--- config.mk ---
export PLATFORM = sky130hd
export DESIGN_NAME = rgb_to_hsl_converter_flat
export DESIGN_NICKNAME = d
export VERILOG_FILES = /design/src/sv/rgbhsl_pkg.sv /design/src/sv/rgbhsl_if.sv /design/src/sv/rgbhsl_div_cell.sv /design/src/sv/rgb_to_hsl_converter.sv /design/src/flat_wrapper.sv
export SDC_FILE = /design/constraint.sdc
export NUM_CORES = 2
export LEC_CHECK = 0
export ABC_AREA = 1
export BUFFER_PORTS_ARGS = -buffer_cell sky130_fd_sc_hd__buf_2
export CORE_AREA = 2 2 227 453
export CTS_CLUSTER_SIZE = 16
export DETAILED_ROUTE_END_ITERATION = 8
export DIE_AREA = 0 0 229 455
export SETUP_SLACK_MARGIN = 0.5
export SYNTH_ARGS = -nofsm -noshare
export SYNTH_HDL_FRONTEND = slang
export SYNTH_SLANG_ARGS = --single-unit
--- constraint.sdc ---
create_clock -name i_clk -period 20.2 [get_ports i_clk]
set_input_delay 1.01 -clock i_clk [delete_from_list [all_inputs] [get_ports i_clk]]
set_output_delay 1.01 -clock i_clk [all_outputs]
set_load 0.02 [all_outputs]
--- src/sv/rgbhsl_pkg.sv ---
// Shared constants and the hue sector type for the RGB to HSL converter.
package rgbhsl_pkg;

    localparam int CHANNEL_BITS_DEF = 8;
    localparam int HUE_W = 9;
    localparam int PCT_W = 7;
    localparam int N_DIV = 2;       // divider lanes per cell: hue, saturation

    typedef enum logic [1:0] {
        SEC_RED   = 2'd0,
        SEC_GREEN = 2'd1,
        SEC_BLUE  = 2'd2
    } t_sector;

endpackage

--- src/sv/rgbhsl_if.sv ---
// Valid/ready stream interface carrying one transaction payload.
interface rgbhsl_if #(
    parameter int W = 8
) ();
    logic         valid;
    logic         ready;
    logic [W-1:0] data;

    modport source (output valid, output data, input ready);
    modport sink   (input valid, input data, output ready);
endinterface

--- src/sv/rgbhsl_div_cell.sv ---
// One restoring-division cell: one quotient bit per stage, for the hue and saturation lanes.
module rgbhsl_div_cell
    import rgbhsl_pkg::*;
#(
    parameter int NW = 20,
    parameter int DW = 14,
    parameter int QW = 9,
    parameter int SHIFT = 0
) (
    input  logic          i_clk,
    input  logic          i_en,
    input  logic [DW-1:0] i_den   [N_DIV],
    input  logic [NW-1:0] i_rem   [N_DIV],
    input  logic [QW-1:0] i_quo   [N_DIV],
    output logic [DW-1:0] o_den   [N_DIV],
    output logic [NW-1:0] o_rem   [N_DIV],
    output logic [QW-1:0] o_quo   [N_DIV]
);
    logic [NW+DW-1:0] w_trial [N_DIV];
    logic             w_ge    [N_DIV];

    always_comb begin
        for (int k = 0; k < N_DIV; k++) begin
            w_trial[k] = {{DW{1'b0}}, i_rem[k]};
            w_ge[k] = w_trial[k] >= ({{NW{1'b0}}, i_den[k]} << SHIFT);
        end
    end

    always_ff @(posedge i_clk) begin
        if (i_en) begin
            for (int k = 0; k < N_DIV; k++) begin
                o_den[k] <= i_den[k];
                o_rem[k] <= w_ge[k]
                    ? NW'(w_trial[k] - ({{NW{1'b0}}, i_den[k]} << SHIFT)) : i_rem[k];
                o_quo[k] <= {i_quo[k][QW-2:0], w_ge[k]};
            end
        end
    end
endmodule

--- src/sv/rgb_to_hsl_converter.sv ---
// Top level: RGB pixel to integer HSL, pipelined as a chain of divider cells.
//
// Usage: pixels enter on the s_in channel (red, green, blue, CHANNEL_BITS each)
// and HSL results leave on m_out (hue 9 bits, saturation 7, lightness 7).
// A transaction moves when valid and ready are both high.
// Stage 0 registers the hue and saturation numerators and divisors, plus a
// reciprocal estimate of lightness (division by full scale). A row of QW
// restoring-division cells, alike but for the shift of the divisor, then
// produces one quotient bit each per cycle while the chain advances, for hue
// and saturation side by side; the first cell's cycle also corrects the
// lightness estimate by one. The last cell's registers hold the result; the
// hue sign is fixed combinationally on the way out.
// Throughput: one pixel per clock while the output is not stalled; the whole chain advances as one unit.
// Stall: when the receiver holds ready low with a result waiting, the
// chain freezes and input ready drops; nothing is lost or repeated.
// Reset clears all valid bits; payload registers are not reset.
// Hue division is done on |numerator| with the sign applied at the end,
// which truncates toward zero like the arithmetic it replaces.
module rgb_to_hsl_converter
    import rgbhsl_pkg::*;
#(
    parameter int CHANNEL_BITS = CHANNEL_BITS_DEF
) (
    input  logic i_clk,
    input  logic i_rst_n,
    rgbhsl_if.sink   s_in,
    rgbhsl_if.source m_out
);
    localparam int CB = CHANNEL_BITS;
    localparam int NW = CB + 9;     // numerators up to 100*FS or 300*d
    localparam int DW = CB + 1;
    localparam int QW = 9;          // quotients below 512
    localparam int NS = QW + 1;

    logic [CB-1:0] w_r, w_g, w_b, w_mx, w_mn;
    assign w_r = s_in.data[3*CB-1:2*CB];
    assign w_g = s_in.data[2*CB-1:CB];
    assign w_b = s_in.data[CB-1:0];

    logic [DW-1:0] w_sum, w_d, w_full;
    logic          w_light_lo, w_neg;
    t_sector       w_sec;
    logic [NW-1:0] w_hnum;
    logic signed [NW:0] w_hsig;
    logic [NW-1:0] w_lnum;
    logic [NW:0]   w_lacc;
    logic [PCT_W-1:0] w_lest;

    always_comb begin
        w_mx = w_r; w_mn = w_r;
        if (w_g > w_mx) w_mx = w_g;
        if (w_b > w_mx) w_mx = w_b;
        if (w_g < w_mn) w_mn = w_g;
        if (w_b < w_mn) w_mn = w_b;
        w_full = DW'((1 << CB) - 1);
        w_sum  = DW'(w_mx) + DW'(w_mn);
        w_d    = DW'(w_mx) - DW'(w_mn);
        // 50*sum < 50*FS  <=> sum < FS
        w_light_lo = w_sum < w_full;
        // x/(2^CB-1) ~ (x + x>>CB + x>>2CB) >> CB; never high, at most one low
        w_lnum = NW'(w_sum) * NW'(50);
        w_lacc = (NW+1)'(w_lnum) + (NW+1)'(w_lnum >> CB) + (NW+1)'(w_lnum >> (2 * CB));
        w_lest = PCT_W'(w_lacc >> CB);
        if (w_b == w_mx)      w_sec = SEC_BLUE;
        else if (w_g == w_mx) w_sec = SEC_GREEN;
        else                  w_sec = SEC_RED;
        case (w_sec)
            SEC_BLUE:  w_hsig = (NW+1)'(240) * $signed({1'b0, w_d})
                              + (NW+1)'(60) * ($signed({1'b0, w_r}) - $signed({1'b0, w_g}));
            SEC_GREEN: w_hsig = (NW+1)'(120) * $signed({1'b0, w_d})
                              + (NW+1)'(60) * ($signed({1'b0, w_b}) - $signed({1'b0, w_r}));
            default:   w_hsig = (NW+1)'(60) * ($signed({1'b0, w_g}) - $signed({1'b0, w_b}));
        endcase
        w_neg  = w_hsig[NW];
        w_hnum = w_neg ? NW'(-w_hsig) : NW'(w_hsig);
    end

    logic w_adv;
    logic r_v [NS];
    logic r_gray [NS], r_nneg [NS];
    logic [DW-1:0] r_den0 [N_DIV];
    logic [NW-1:0] r_rem0 [N_DIV];
    logic [NW-1:0] r_lnum0;
    logic [PCT_W-1:0] r_light [NS];
    logic [DW-1:0] r_den [NS][N_DIV];
    logic [NW-1:0] r_rem [NS][N_DIV];
    logic [QW-1:0] r_quo [NS][N_DIV];
    logic [NW-1:0] w_lrem;
    logic          w_lfix;

    assign w_adv = !r_v[NS-1] || m_out.ready;
    assign s_in.ready = w_adv;

    // lightness estimate fix-up: bump by one when the remainder reaches full scale
    always_comb begin
        w_lrem = r_lnum0 - ((NW'(r_light[0]) << CB) - NW'(r_light[0]));
        w_lfix = w_lrem >= NW'((1 << CB) - 1);
    end

    always_ff @(posedge i_clk) begin
        if (!i_rst_n) begin
            for (int s = 0; s < NS; s++) r_v[s] <= 1'b0;
        end else if (w_adv) begin
            r_v[0] <= s_in.valid;
            for (int s = 1; s < NS; s++) r_v[s] <= r_v[s-1];
        end
    end

    always_ff @(posedge i_clk) begin
        if (w_adv) begin
            r_gray[0] <= w_d == '0;
            r_nneg[0] <= w_neg;
            r_den0[0] <= (w_d == '0) ? DW'(1) : w_d;
            r_den0[1] <= (w_d == '0) ? DW'(1)
                       : (w_light_lo ? w_sum : DW'(2 * ((1 << CB) - 1)) - w_sum);
            r_rem0[0] <= w_hnum;
            r_rem0[1] <= NW'(w_d) * NW'(100);
            r_lnum0    <= w_lnum;
            r_light[0] <= w_lest;
            r_light[1] <= r_light[0] + PCT_W'(w_lfix);
            for (int s = 1; s < NS; s++) begin
                r_gray[s] <= r_gray[s-1];
                r_nneg[s] <= r_nneg[s-1];
            end
            for (int s = 2; s < NS; s++) r_light[s] <= r_light[s-1];
        end
    end

    assign r_den[0] = r_den0;
    assign r_rem[0] = r_rem0;
    for (genvar k = 0; k < N_DIV; k++) begin : g_quo0
        assign r_quo[0][k] = '0;
    end

    for (genvar s = 1; s < NS; s++) begin : g_cell
        rgbhsl_div_cell #(.NW(NW), .DW(DW), .QW(QW), .SHIFT(QW - s)) u_cell (
            .i_clk (i_clk),
            .i_en  (w_adv),
            .i_den (r_den[s-1]),
            .i_rem (r_rem[s-1]),
            .i_quo (r_quo[s-1]),
            .o_den (r_den[s]),
            .o_rem (r_rem[s]),
            .o_quo (r_quo[s])
        );
    end

    logic [QW-1:0] w_hue;
    always_comb begin
        w_hue = r_quo[NS-1][0];
        if (r_gray[NS-1]) w_hue = '0;
        else if (r_nneg[NS-1] && w_hue != '0) w_hue = QW'(360) - w_hue;
    end

    assign m_out.valid = r_v[NS-1];
    assign m_out.data  = {HUE_W'(w_hue),
                          r_gray[NS-1] ? PCT_W'(0) : PCT_W'(r_quo[NS-1][1]),
                          r_light[NS-1]};
endmodule

--- src/flat_wrapper.sv ---
// flat-port wrapper written by rule: the top's interface ports become plain ports
module rgb_to_hsl_converter_flat import rgbhsl_pkg::*;
#(
    parameter int CHANNEL_BITS = CHANNEL_BITS_DEF
)
  (i_clk, i_rst_n, s_in_valid, s_in_data, s_in_ready, m_out_valid, m_out_data, m_out_ready);
  rgbhsl_if #(.W((3 * (CHANNEL_BITS_DEF)))) s_in_i ();
  rgbhsl_if #(.W((HUE_W + 2 * PCT_W))) m_out_i ();
  input  logic i_clk;
  input  logic i_rst_n;
  input wire logic [$bits(s_in_i.valid)-1:0] s_in_valid;
  input wire logic [$bits(s_in_i.data)-1:0] s_in_data;
  output wire logic [$bits(s_in_i.ready)-1:0] s_in_ready;
  output wire logic [$bits(m_out_i.valid)-1:0] m_out_valid;
  output wire logic [$bits(m_out_i.data)-1:0] m_out_data;
  input wire logic [$bits(m_out_i.ready)-1:0] m_out_ready;
  assign s_in_i.valid = s_in_valid;
  assign s_in_i.data = s_in_data;
  assign s_in_ready = s_in_i.ready;
  assign m_out_valid = m_out_i.valid;
  assign m_out_data = m_out_i.data;
  assign m_out_i.ready = m_out_ready;
  rgb_to_hsl_converter #(.CHANNEL_BITS(CHANNEL_BITS)) u_core (.i_clk(i_clk), .i_rst_n(i_rst_n), .s_in(s_in_i), .m_out(m_out_i));
endmodule
==> flow_summary.toml <==
[timing]
worst_slew_pin_slew_ns = 1.16
setup_violations = 0
timing_hold_violations_final = 0
slew_headroom_pct = 22.2
fin_skew_ns = 0.0246
fin_setup_tns_ns = 0
rsz0062_at_grt = "false"
fin_crit_sh_pct = 55.9
slew_violations = 0
timing.fmax_ghz = 0.0885
period_minus_slack_ns = 11.30

[placed_design]
dp_hpwl_mm = 73.3
port_buffers = 52
routabilityCongestion = 0.963

[clock_tree]
clock_latency_ns = 0.60
clockBufferDepth = 3
cts.sinks = 610
cts_buffers = 50
clock-root-buffer = "clkbuf_16"
post_cts_resized = 0
clkTransAtPathRegs_ns = 0.07
cts_max_level = 2
cts_hold_buf = 0
post-cts-setup-buffers = 0
cts_tree = "done"

[synth]
postSynth.asyncResetShare_pct = 0
synth-edff-count = 610
yosys.area.top_type = "edfxtp_1"
synth_ff_type = "edfxtp_1"
synth_fp_nets = 4703
ys_seq_area_share_pct = 45.7
synth_cell_types = 57
syn_area_per_cell_um2 = 9.57
synth_top_area_share_pct = 45.7
yosys-top-cells-area = "edfxtp_1 46%, ha_1 13%, inv_1 6.7%, nand2_1 6.6%, xor2_1 4.3%"
ys_seq_elements = 610
ys_warn_count = 0
syn_area_mm2 = 0.0401
syn_inst = 4188

[cells_and_area]
nets = 4776
drive_above_1_share_pct = 5.23
fillers = 9915
multi_input_area_mm2 = 0.0188
area_growth_pct = 8.72
layout_commonest_cell = "inv_1"
final_cell_mix = "710 x inv_1, 703 x nand2_1, 610 x edfxtp_1"
regArea_mm2 = 0.0183

[floorplan]
core-area_mm2 = 0.101
num_io_pins = 53
floorplan.die.height_um = 455
chipWidth_um = 229
start_util_pct = 39.8
rows = 165
fp.dieArea_mm2 = 0.104

[routing]
wl_per_cell_um = 15.8
initialDrtViolationCount = 965
drc = 0
via_per_inst = 5.01
ant_nets = 0
routed_wl_mm = 89.3
drt_first_pass_iters = 4
via_count = 28300

[global_routing]
grt_antenna_before_repair = 1
grt-ovfl-total = 0
grt_start_max_net_pins = 170
grt_pass1_vias = 29800
grt_pass1_wl_mm = 143
grtUsageTotal_pct = 17.3

[critical_path]
worst-path-max-fanout = 29
slowest_stage = "nor2_2"
cp_slowest_stage_delay_ns = 0.74
crit_required_ns = 20.54
cpMostUsedCell = "nand2_1"
cp.arrival_ns = 11.64
cp-start-kind = "input pin"
cp-end-kind = "flop"
crit_buf_inv = 6
worstSetupPathType = "input pin to flop"
crit_family = "simple AND/OR/NAND/NOR gates"

[worst_hold_path]
hold_class = "flop to flop"

[job]
max_cap_viol_count = 0

[outcome]
outcome = "finished, final reports clean"
-- flip-flops by register name (all words and copies together), names as in the netlist --
register / cells
u_core.g_cell.u_cell.o_den: 136
u_core.g_cell.u_cell.o_rem: 242
u_core.r_lnum0: 13
u_core.r_light: 70
u_core.r_rem: 29
u_core.r_v: 10
u_core.r_gray: 10
u_core.g_cell.u_cell.o_quo: 73
u_core.r_den: 17
u_core.r_nneg: 10
-- final timing paths --
kind,start,end,slack (ns),depth (start not counted)
worst max-delay path,s_in_data[14],u_core.r_rem[339],8.90,48
worst max register to register,u_core.r_v[0][9],u_core.r_den[179],14.92,6
worst min register to register,u_core.g_cell[4].u_cell.o_quo[1],u_core.g_cell[5].u_cell.o_quo[2],0.41,0
worst min-delay path,u_core.g_cell[4].u_cell.o_quo[1],u_core.g_cell[5].u_cell.o_quo[2],0.41,0
-- metrics by stage --
| step | std cells | hold slack (ns) | setup slack, ns | utilization, % | area, um^2 |
|---|---|---|---|---|---|
| after detailed placement | 5545 | 0.405 | 8.33 | 41.6 | 41900 |
| after global routing | 5637 | 0.422 | 7.92 | 43.2 | 43600 |
| final | 5637 | 0.407 | 8.90 | 43.2 | 43600 |
| after CTS | 5636 | 0.402 | 8.96 | 43.2 | 43600 |
| after global placement | 5545 | 0.401 | 8.61 | 41.6 | 41900 |
| after floorplan | 4188 | 0.400 | 2.83 | - | 40100 |
-- area by class of cell --
cell class	count	share of cell area, %
Clock buffer	55	2.92
Inverter	719	6.20
Multi-Input combinational cell	2811	43.2
Clock inverter	36	0.911
Antenna cell	1	0.00574
Timing Repair Buffer	69	0.919
Tap cell	1336	3.84
Sequential cell	610	42.1
-- cells by family after synthesis --
kind of cell / after synthesis / synth area share, %
adder cells (fa/ha/maj): 487 / 16.7
flip-flops: 610 / 45.7
AND/OR/NAND/NOR: 1407 / 15.3
buffers and inverters: 767 / 7.39
multiplexers: 1 / 0.0281
AO/OA/AOI/OAI: 636 / 8.72
XOR/XNOR: 280 / 6.12
-- layer usage --
layer	routed length [um]	share of wire, %	vias up	global-route usage [%]
li1	-	-	14300	-
met3	1680	1.9	309	1.35
met1	25700	29	13200	12.6
met4	8540	9.6	0	14.6
met2	53300	60	456	37.8
met5	0	0	-	0
-- synth_stat cells (11+ instances only) --
library cell  instances
xor2_1              196
a21oi_1             282
nor2_2               12
clkbuf_1             31
nand2_1             704
nand3_1             213
inv_1               710
o31ai_1              11
o21ai_0             242
a211oi_1             15
edfxtp_1            610
nor4_1               23
ha_1                408
nand3b_1             13
xnor2_1              84
fa_1                 79
nand4_1              45
nor3_1               62
nand2_2              24
nor2_1              264
or2_2                18
o21bai_1             26
-- worst register-to-register path: stages, from the launching register on --
cell	delay, ns
edfxtp_1	0.44
nand2_4	0.52
buf_4	0.86
buf_4	0.68
buf_4	0.85
buf_4	0.78
buf_4	0.73
Power is not shown: default switching activity piles up to over one toggle a cycle in this logic, so the estimate is an artifact.
